--- src/rtl/string_key_bucket_hash_top_assert.svh ---
// Assertion macros shared by the string key bucket hash modules.
`ifndef STRING_KEY_BUCKET_HASH_TOP_ASSERT_SVH
`define STRING_KEY_BUCKET_HASH_TOP_ASSERT_SVH

// The consequent must hold in the same cycle as the antecedent.
`define SKBH_ASSERT_SAME(lbl, clk, rst_n, ante, cons) \
    lbl: assert property (@(posedge clk) disable iff (!rst_n) (ante) |-> (cons)) \
        else $error("Assertion failed.");

// The consequent must hold in the cycle after the antecedent.
`define SKBH_ASSERT_NEXT(lbl, clk, rst_n, ante, cons) \
    lbl: assert property (@(posedge clk) disable iff (!rst_n) (ante) |=> (cons)) \
        else $error("Assertion failed.");

`endif

--- src/rtl/skbh_pkg.sv ---
// Package with the types, constants and hash functions of the string key bucket hash.
`timescale 1ns / 1ps

package skbh_pkg;

    localparam int unsigned LOG2_W = 5;
    localparam int unsigned BUCKET_W = 16;
    localparam int unsigned CRC_W = 32;

    localparam logic [CRC_W-1:0] CRC_POLY = 32'hEDB8_8320;
    localparam logic [CRC_W-1:0] KNUTH_MULT = 32'd2654435761;
    localparam logic [LOG2_W-1:0] MAX_TABLE_LOG2 = 5'd16;
    localparam logic [LOG2_W-1:0] TABLE_LOG2_RESET = 5'd8;

    // Working hash value and the raw CRC of the key, passed between stages.
    typedef struct packed {
        logic [CRC_W-1:0] hash;
        logic [CRC_W-1:0] crc;
    } skbh_word_t;

    // Reflected CRC-32 update with one byte, no inversion.
    function automatic logic [CRC_W-1:0] crc_byte(input logic [CRC_W-1:0] crc,
                                                  input logic [7:0] data);
        logic [CRC_W-1:0] c;
        c = crc ^ {24'b0, data};
        for (int i = 0; i < 8; i++)
        begin
            c = c[0] ? ((c >> 1) ^ CRC_POLY) : (c >> 1);
        end
        return c;
    endfunction

    // First half of the 32-bit shift/add/xor mix.
    function automatic logic [CRC_W-1:0] mix_front(input logic [CRC_W-1:0] k_in);
        logic [CRC_W-1:0] k;
        k = k_in;
        k = k + (k << 12);
        k = k ^ (k >> 22);
        k = k + (k << 4);
        k = k ^ (k >> 9);
        return k;
    endfunction

    // Second half of the 32-bit shift/add/xor mix.
    function automatic logic [CRC_W-1:0] mix_back(input logic [CRC_W-1:0] k_in);
        logic [CRC_W-1:0] k;
        k = k_in;
        k = k + (k << 10);
        k = k ^ (k >> 2);
        k = k + (k << 7);
        k = k ^ (k >> 12);
        return k;
    endfunction

endpackage

--- src/rtl/skbh_crc.sv ---
// Running CRC-32 over the key bytes and the register that holds a finished key CRC.
`timescale 1ns / 1ps
`include "string_key_bucket_hash_top_assert.svh"

module skbh_crc
    import skbh_pkg::*;
(
    input  logic       clk,
    input  logic       rst_n,
    input  logic       in_valid,
    output logic       in_ready,
    input  logic [7:0] in_byte,
    input  logic       in_last,
    output logic       out_valid,
    output skbh_word_t out_word,
    input  logic       out_ready
);

    logic [CRC_W-1:0] running_crc_reg;
    logic [CRC_W-1:0] running_crc_next;
    logic [CRC_W-1:0] crc_upd;
    logic             valid_reg;
    logic             valid_next;
    skbh_word_t       word_reg;
    skbh_word_t       word_next;
    logic             accept;

    assign in_ready = !valid_reg || out_ready;
    assign accept = in_valid && in_ready;
    assign crc_upd = crc_byte(running_crc_reg, in_byte);

    always_comb
    begin
        running_crc_next = running_crc_reg;
        valid_next = valid_reg && !out_ready;
        word_next = word_reg;
        if (accept)
        begin
            running_crc_next = in_last ? '0 : crc_upd;
            if (in_last)
            begin
                valid_next = 1'b1;
                word_next.hash = crc_upd;
                word_next.crc = crc_upd;
            end
        end
    end

    always_ff @(posedge clk or negedge rst_n)
    begin
        if (!rst_n)
        begin
            running_crc_reg <= '0;
            valid_reg <= 1'b0;
        end
        else
        begin
            running_crc_reg <= running_crc_next;
            valid_reg <= valid_next;
        end
    end

    always_ff @(posedge clk)
    begin
        word_reg <= word_next;
    end

    assign out_valid = valid_reg;
    assign out_word = word_reg;

    `SKBH_ASSERT_NEXT(a_crc_clear_on_last, clk, rst_n, accept && in_last, running_crc_reg == '0)
    `SKBH_ASSERT_NEXT(a_crc_result_loaded, clk, rst_n, accept && in_last, valid_reg)
    `SKBH_ASSERT_NEXT(a_crc_result_held, clk, rst_n, valid_reg && !out_ready,
                      valid_reg && $stable(word_reg))

endmodule

--- src/rtl/skbh_mix.sv ---
// Two pipeline stages that apply the shift/add/xor mix to a finished key CRC.
`timescale 1ns / 1ps
`include "string_key_bucket_hash_top_assert.svh"

module skbh_mix
    import skbh_pkg::*;
(
    input  logic       clk,
    input  logic       rst_n,
    input  logic       in_valid,
    output logic       in_ready,
    input  skbh_word_t in_word,
    output logic       out_valid,
    output skbh_word_t out_word,
    input  logic       out_ready
);

    logic       front_valid_reg;
    logic       front_valid_next;
    skbh_word_t front_word_reg;
    skbh_word_t front_word_next;
    logic       back_valid_reg;
    logic       back_valid_next;
    skbh_word_t back_word_reg;
    skbh_word_t back_word_next;
    logic       back_ready;

    assign back_ready = !back_valid_reg || out_ready;
    assign in_ready = !front_valid_reg || back_ready;

    always_comb
    begin
        front_valid_next = front_valid_reg && !back_ready;
        front_word_next = front_word_reg;
        if (in_valid && in_ready)
        begin
            front_valid_next = 1'b1;
            front_word_next.hash = mix_front(in_word.hash);
            front_word_next.crc = in_word.crc;
        end
    end

    always_comb
    begin
        back_valid_next = back_valid_reg && !out_ready;
        back_word_next = back_word_reg;
        if (front_valid_reg && back_ready)
        begin
            back_valid_next = 1'b1;
            back_word_next.hash = mix_back(front_word_reg.hash);
            back_word_next.crc = front_word_reg.crc;
        end
    end

    always_ff @(posedge clk or negedge rst_n)
    begin
        if (!rst_n)
        begin
            front_valid_reg <= 1'b0;
            back_valid_reg <= 1'b0;
        end
        else
        begin
            front_valid_reg <= front_valid_next;
            back_valid_reg <= back_valid_next;
        end
    end

    always_ff @(posedge clk)
    begin
        front_word_reg <= front_word_next;
        back_word_reg <= back_word_next;
    end

    assign out_valid = back_valid_reg;
    assign out_word = back_word_reg;

    `SKBH_ASSERT_NEXT(a_mix_front_moves, clk, rst_n, front_valid_reg && back_ready,
                      back_valid_reg)
    `SKBH_ASSERT_NEXT(a_mix_back_held, clk, rst_n, back_valid_reg && !out_ready,
                      back_valid_reg && $stable(back_word_reg))

endmodule

--- src/rtl/skbh_scale.sv ---
// Multiplicative scaling, table size masking and the result register.
`timescale 1ns / 1ps

module skbh_scale
    import skbh_pkg::*;
(
    input  logic                clk,
    input  logic                rst_n,
    input  logic                in_valid,
    output logic                in_ready,
    input  skbh_word_t          in_word,
    input  logic [LOG2_W-1:0]   table_log2,
    output logic                out_valid,
    output logic [BUCKET_W-1:0] out_bucket,
    output logic [CRC_W-1:0]    out_crc,
    input  logic                out_ready
);

    logic [CRC_W-1:0]    shifted;
    logic [CRC_W-1:0]    product;
    logic [LOG2_W-1:0]   log2_sat;
    logic [BUCKET_W-1:0] mask_full;
    logic                valid_reg;
    logic                valid_next;
    logic [BUCKET_W-1:0] bucket_reg;
    logic [BUCKET_W-1:0] bucket_next;
    logic [CRC_W-1:0]    crc_reg;
    logic [CRC_W-1:0]    crc_next;

    assign in_ready = !valid_reg || out_ready;
    assign shifted = in_word.hash >> 3;
    assign product = shifted * KNUTH_MULT;
    assign log2_sat = (table_log2 > MAX_TABLE_LOG2) ? MAX_TABLE_LOG2 : table_log2;
    assign mask_full = ~({BUCKET_W{1'b1}} << log2_sat);

    always_comb
    begin
        valid_next = valid_reg && !out_ready;
        bucket_next = bucket_reg;
        crc_next = crc_reg;
        if (in_valid && in_ready)
        begin
            valid_next = 1'b1;
            bucket_next = product[BUCKET_W-1:0] & mask_full;
            crc_next = in_word.crc;
        end
    end

    always_ff @(posedge clk or negedge rst_n)
    begin
        if (!rst_n)
        begin
            valid_reg <= 1'b0;
        end
        else
        begin
            valid_reg <= valid_next;
        end
    end

    always_ff @(posedge clk)
    begin
        bucket_reg <= bucket_next;
        crc_reg <= crc_next;
    end

    assign out_valid = valid_reg;
    assign out_bucket = bucket_reg;
    assign out_crc = crc_reg;

endmodule

--- src/rtl/string_key_bucket_hash_top.sv ---
// Top level of the string key bucket hash: CRC, mix and scaling stages.
//
//   Channel    Direction  Payload
//   s_axis     in         tdata[7:0] key_byte, tlast last_byte
//   m_axis     out        tdata[15:0] bucket_index, tdata[47:16] key_crc
//   cfg        in         cfg_wdata[4:0] table_size_log2 (written when cfg_wen)
//
// While s_axis_tready is high, one key byte is taken and CRC-updated per cycle.
// A key's result goes through the CRC, mix front, mix back and scale registers.
// Each of the four stages has its own valid bit, so a stall fills bubbles first.
// Reset clears the running CRC and all valid bits and sets table_size_log2 to 8.
`timescale 1ns / 1ps

module string_key_bucket_hash_top
    import skbh_pkg::*;
(
    input  logic              clk,
    input  logic              rst_n,
    input  logic              s_axis_tvalid,
    output logic              s_axis_tready,
    input  logic [7:0]        s_axis_tdata,  // [7:0] key_byte
    input  logic              s_axis_tlast,
    output logic              m_axis_tvalid,
    input  logic              m_axis_tready,
    output logic [47:0]       m_axis_tdata,  // [15:0] bucket_index, [47:16] key_crc
    input  logic              cfg_wen,
    input  logic [LOG2_W-1:0] cfg_wdata
);

    logic [LOG2_W-1:0]   table_log2_q_reg;
    logic [LOG2_W-1:0]   table_log2_next;
    logic                crc_valid;
    logic                crc_ready;
    skbh_word_t          crc_word;
    logic                mix_valid;
    logic                mix_ready;
    skbh_word_t          mix_word;
    logic [BUCKET_W-1:0] bucket;
    logic [CRC_W-1:0]    key_crc;

    assign table_log2_next = cfg_wen ? cfg_wdata : table_log2_q_reg;

    always_ff @(posedge clk or negedge rst_n)
    begin
        if (!rst_n)
        begin
            table_log2_q_reg <= TABLE_LOG2_RESET;
        end
        else
        begin
            table_log2_q_reg <= table_log2_next;
        end
    end

    skbh_crc u_crc (
        .clk       (clk),
        .rst_n     (rst_n),
        .in_valid  (s_axis_tvalid),
        .in_ready  (s_axis_tready),
        .in_byte   (s_axis_tdata),
        .in_last   (s_axis_tlast),
        .out_valid (crc_valid),
        .out_word  (crc_word),
        .out_ready (crc_ready)
    );

    skbh_mix u_mix (
        .clk       (clk),
        .rst_n     (rst_n),
        .in_valid  (crc_valid),
        .in_ready  (crc_ready),
        .in_word   (crc_word),
        .out_valid (mix_valid),
        .out_word  (mix_word),
        .out_ready (mix_ready)
    );

    skbh_scale u_scale (
        .clk        (clk),
        .rst_n      (rst_n),
        .in_valid   (mix_valid),
        .in_ready   (mix_ready),
        .in_word    (mix_word),
        .table_log2 (table_log2_q_reg),
        .out_valid  (m_axis_tvalid),
        .out_bucket (bucket),
        .out_crc    (key_crc),
        .out_ready  (m_axis_tready)
    );

    assign m_axis_tdata = {key_crc, bucket};

endmodule

--- config.mk ---
export PLATFORM = sky130hd
export DESIGN_NAME = string_key_bucket_hash_top
export DESIGN_NICKNAME = d
export VERILOG_FILES = /design/src/rtl/skbh_pkg.sv /design/src/rtl/skbh_crc.sv /design/src/rtl/skbh_mix.sv /design/src/rtl/skbh_scale.sv /design/src/rtl/string_key_bucket_hash_top.sv
export VERILOG_INCLUDE_DIRS = /design/src /design/src/rtl
export SDC_FILE = /design/constraint.sdc
export NUM_CORES = 1
export LEC_CHECK = 0
export BUFFER_PORTS_ARGS = -buffer_cell sky130_fd_sc_hd__buf_2
export CAP_MARGIN = 5
export CORE_MARGIN = 4
export CORE_UTILIZATION = 60
export DETAILED_ROUTE_END_ITERATION = 6
export PLACE_DENSITY = 0.78
export SLEW_MARGIN = 15
export SYNTH_ARGS = -nofsm -noshare
export SYNTH_HDL_FRONTEND = slang
export SYNTH_SLANG_ARGS = --single-unit
--- constraint.sdc ---
create_clock -name clk -period 5.35 [get_ports clk]
set_input_delay 0.535 -clock clk [delete_from_list [all_inputs] [get_ports clk]]
set_output_delay 0.535 -clock clk [all_outputs]
set_load 0.02 [all_outputs]
**Word-level counts from Yosys, hierarchy flattened**

Index checks and enable logic that the tools add are counted.

- Register bits: 249
- Input port bits: 19
- Output and inout bits: 50
- Logic and storage cells: 71

- $add $sub $neg: 4
- Multipliers: 1
- Order comparisons: 1
- Shift-type cells: 1
- Muxes and demuxes: 15
- Bitwise logic cells: 15
- Reduce and logical (&&, ||, !) cells: 21

Operators by type and width:

| kind | number |
|---|---|
| two-way mux 32 bit | 9 |
| adder 32 bit | 4 |
| NOT 13 -> 14 bit | 8 |
| multiplier 29 x 32 -> 16 bit (second input constant) | 1 |
| bitwise XOR 32 x 10 -> 32 bit | 1 |
| bitwise XOR 32 x 20 -> 32 bit | 1 |
| bitwise XOR 32 x 23 -> 32 bit | 1 |
| bitwise XOR 32 x 30 -> 32 bit | 1 |
| bitwise XOR 32 x 8 -> 32 bit | 1 |
| bitwise AND 16 bit | 1 |
| NOT 16 bit | 1 |
| left shift 16 x 5 -> 16 bit (first input constant) | 1 |
| logical AND 1 bit | 8 |
| logical NOT 1 bit | 8 |
| greater-than comparator 5 bit (second input constant) | 1 |
| two-way mux 1 bit | 5 |
| two-way mux 5 bit | 1 |
| logical OR 1 bit | 4 |
| AND reduction 2 bit | 1 |

**Depth between registers and ports, before layout**

- Depth after elaboration: 18
- Depth in mapped cells: 24
- Gate-level depth less buffers: 24

**Cells and area by module**

From an unflattened synthesis, not the netlist that was laid out.

- Cells, all modules: 1,312
- Area, all modules: 16,138.0 um^2

Modules (own cells, without submodules):

| module | instances | cells an instance | area each (um^2) | sequential area each (um^2) |
|---|---|---|---|---|
| skbh_mix | 1 | 817 | 9,135.0 | 3,893.7 |
| skbh_scale | 1 | 268 | 3,433.3 | 1,466.4 |
| skbh_crc | 1 | 217 | 3,387.0 | 1,786.7 |
| string_key_bucket_hash_top | 1 | 10 | 182.7 | 126.4 |

**Worst setup path before layout**

OpenSTA, ideal clock, no wires.

- Path type: register -> register
- Start point: reg, netlist name u_crc.out_word[0]
- End point: reg u_mix.front_word_reg[51] (netlist name), data pin
- Library setup time: 0.268 ns
- Data arrival time: 4.686 ns
- Data required time: 5.082 ns
- Slack: 0.396 ns
- Stages on the path, launching flop included: 23
- Period minus slack after synthesis: 4.954 ns
- Cells stage by stage: edfxtp_1 -> ha_1 -> inv_1 -> fa_1 -> nor2b_1 -> o21a_1 -> o21ai_1 -> a211oi_1 -> o22a_1 -> a221o_1 -> o41ai_1 -> xnor2_1 -> xor2_1 -> ha_1 -> and3_1 -> nand3_1 -> a211oi_1 -> o31ai_2 -> o22ai_1 -> a221o_1 -> a221oi_2 -> xnor2_1 -> xor2_1

RTL lines:

| element | RTL line | source |
|---|---|---|
| end signal, assigned | skbh_mix.sv:71 | `front_word_reg <= front_word_next;` |
| end, declared | skbh_mix.sv:20 | `skbh_word_t front_word_reg;` |

==> metrics.md <==
| Metric | Value |
|---|---|
| R2R depth | 26 |
| Buffers on Ports | 68 |
| Period minus WS final | 5146 ps |
| GR Util met3 | between 3 and 4% |
| Count of cell types in the netlist | 69 |
| Layout cells sized above 1 | 14.38% |
| Met1 usage | between 30% and 40% |
| Maximum root-to-sink buffer count | 3 |
| Critical path endpoint category | flip-flop |
| Height of the die | 165.6 um |
| Hold Buf Count CTS | 0 |
| GR Layer Usage met2 | approximately 40% |
| Cts bufs inserted | 24 |
| Wire per inst | around 19 um |
| FF-to-FF End | u_mix.front_word_reg[49] |
| Async S/R FF share, synth | 17.60% |
| Reg2Reg Launch Point | u_crc.out_word[12] |
| Largest net degree at the start of global routing | 65 |
| Worst slew margin | 35.13% |
| FMAX | just under 0.2 GHz |
| Most used DFF post-synth | edfxtp_1 |
| CP required | approximately 5600 ps |
| Yosys warnings | 0 |
| Dpl hpwl | 25630 um |
| Clock latency at the later pin of the worst-skew pair | 510 ps |
| Reg clk slew, reported paths | 60 ps |
| Antenna-violating nets left | 0 |
| Slew @ Worst Pin | 973.1 ps |
| Post-synthesis register bit count | 233 |
| Layout Nets | 1561 |
| Max reg flops | 64 |
| Clock skew | 21.90 ps |
| Number of global-route vias before repair | 9575 |
| ANT cells | 0 |
| Final hold violations | 0 |
| Setup CP Type | flip-flop to flip-flop |
| Iteration-0 DRC Markers | 912 |
| Final Cycle Share | 96.19% |
| Post-DR vias/cell | 5.815 |
| # DRC | 0 |
| Core area | 24390 um^2 |
| Die area | about 27000 um^2 |
| Final worst-path setup slack | 203.8 ps |
| Cell Area, Synth | 14890 um^2 |
| Hold crit path type | input pin to asynchronous set/reset pin |
| Initial antenna violation count | 0 |
| Most frequent cells in the layout | edfxtp_1 (192), xnor2_1 (160), ha_1 (139) |
| Total track usage | 23.96% |
| Crit-path max FO | 3 |
| Final setup vio count | 0 |
| Synth-to-layout area growth | 13.30% |
| # fillers | between 1500 and 2000 |
| H-tree depth | 1 |
| Initial Utilization | 61.06% |
| GRT Residual Overflow | 0 |
| CTS tree | yes |
| Max-slew violation count | 0 |
| Die W | 165.6 um |
| EDFF count, synth | 192 |
| Critical Path AT | about 5400 ps |
| Cells after synthesis | 1247 |
| Max_cap viols | 0 |
| Post-Syn Nets | roughly 1400 |
| Startpoint Class | flip-flop |
| Synthesized area per cell | 11.94 um^2 |
| IO Count | 69 |
| Status | complete, no violations |
| FF-to-FF setup slack | 200 ps |
| Gpl congestion | 0.9727 |
| Wire length after detailed routing | 32730 um |
| Sequential element share of the synthesized area | 45.61% |
| Num rows | 57 |
| Place WS | between 20 and 30 ps |
| Most common cell after layout, fill and taps aside | edfxtp_1 |
| Root buffer cell | clkbuf_16 |
| Clock sink count | 233 |
| First-pass GRT wire length | 51190 um |
| Drt pass-1 iters | 5 |
| Fin Hold WS | 177.2 ps |
| Via count | 9932 |
| Busiest grt layer | met2 |
critical path, stage by stage, from the launching register on:
cell and delay [ps]:
edfxtp_1 400, ha_2 210, inv_2 40, fa_2 340, nor2b_1 120, o21a_1 160
o21ai_2 90, a211oi_2 280, o22a_1 220, buf_4 120, a21o_1 100, a21oi_1 70
xnor2_1 240, xor2_1 260, ha_2 230, inv_1 60, fa_2 350, nor2b_1 160
o21ai_2 100, a211oi_4 300, o31ai_4 120, o22ai_2 130, a221o_1 270, buf_6 150
a21oi_4 60, xnor2_2 150, xor2_1 160
how the worst max path moves through the flow:
stage | depth (start not counted) | endpoint | from | slack [ps]
floorplan | 22 | u_mix.front_word_reg[51] | u_crc.out_word[0] | 400
global placement | 23 | u_mix.front_word_reg[51] | u_crc.out_word[12] | 160
detailed placement | 23 | u_mix.front_word_reg[51] | u_crc.out_word[12] | 30
CTS | 23 | u_mix.front_word_reg[51] | u_crc.out_word[12] | 60
global route | 26 | u_mix.front_word_reg[47] | u_crc.out_word[12] | -50
finish | 26 | u_mix.front_word_reg[49] | u_crc.out_word[12] | 200
area by class of cell:
type / instances / area, um^2 / area share [%]
clock inverters: 13 / 170.2 / 1.008
multi-input cells: 906 / 7850 / 46.52
repair buffers: 111 / 670.6 / 3.974
flip-flops and latches: 233 / 6793 / 40.25
inverters: 92 / 345.3 / 2.046
clock buffers: 29 / 640.6 / 3.796
well taps: 324 / 405.4 / 2.402
timing repair:
action / 4_1_cts / 5_1_grt
cloned: 0 / 0
resized for setup: 2 / 29
pin swaps: 0 / 17
setup buffers: 0 / 11
setup endpoints to repair: 1 / 20
per-layer routing:
metal  part of all wire (%)  vias up
li1                       -     4744
met1                     44     4825
met2                     48      303
met3                    5.1       60
met4                    2.4        0
met5                      0        -
cell usage after synthesis, types with 3 or more instances:
| library cell | instances | area [um^2] |
|---|---|---|
| edfxtp_1 | 192 | 5766 |
| xnor2_1 | 161 | 1410 |
| ha_1 | 142 | 1777 |
| inv_1 | 92 | 345.3 |
| xor2_1 | 89 | 779.5 |
| a21oi_1 | 74 | 370.4 |
| nor2_1 | 54 | 202.7 |
| nand2_1 | 44 | 165.2 |
| a21o_1 | 41 | 307.8 |
| dfrtp_1 | 40 | 1001 |
| fa_1 | 32 | 640.6 |
| o21ai_0 | 29 | 145.1 |
| a22o_1 | 27 | 236.5 |
| nor3_1 | 16 | 80.08 |
| clkbuf_1 | 15 | 56.30 |
| nand3_1 | 15 | 75.07 |
| a31oi_1 | 13 | 81.33 |
| nor2b_1 | 13 | 81.33 |
| o21a_1 | 11 | 82.58 |
| and3_1 | 10 | 62.56 |
| nand2b_1 | 10 | 62.56 |
| o21bai_1 | 10 | 75.07 |
| a211oi_1 | 9 | 67.56 |
| o211ai_1 | 7 | 52.55 |
| and2_1 | 6 | 37.54 |
| nand4_1 | 6 | 37.54 |
| o21ai_1 | 6 | 30.03 |
| a2111oi_0 | 5 | 43.79 |
| o22ai_1 | 5 | 31.28 |
| a21boi_0 | 4 | 30.03 |
| mux2i_1 | 4 | 40.04 |
| o31ai_1 | 4 | 30.03 |
| or2_2 | 4 | 25.02 |
| or3_1 | 4 | 25.02 |
| xor2_2 | 4 | 65.06 |
| a2111oi_2 | 3 | 45.04 |
| a221o_1 | 3 | 30.03 |
| mux2_2 | 3 | 33.78 |
| nor4_1 | 3 | 18.77 |
through the flow:
stage	cell area, um^2	util (%)	TNS (ps)	cells
final	16870	69.19	0	1708
after global placement	15840	64.94	0	1656
after detailed placement	15840	64.94	0	1656
after global routing	16870	69.19	-140.3	1708
after floorplan	14890	-	0	1247
after CTS	16660	68.31	0	1698
logic make-up (layout without fill, tap and decap cells):
logic type      count (synthesis)  in the layout  synth area share [%]
compound gates                275            275                 13.11
xor+xnor                      257            257                 15.55
fa+ha+maj                     174            174                 16.23
buf+inv                       108            245                 2.730
flops                         233            233                 45.61
mux                             7              7                0.4956
simple gates                  193            193                 6.284
Power is not shown: default switching activity piles up to over one toggle a cycle in this logic, so the estimate is an artifact.
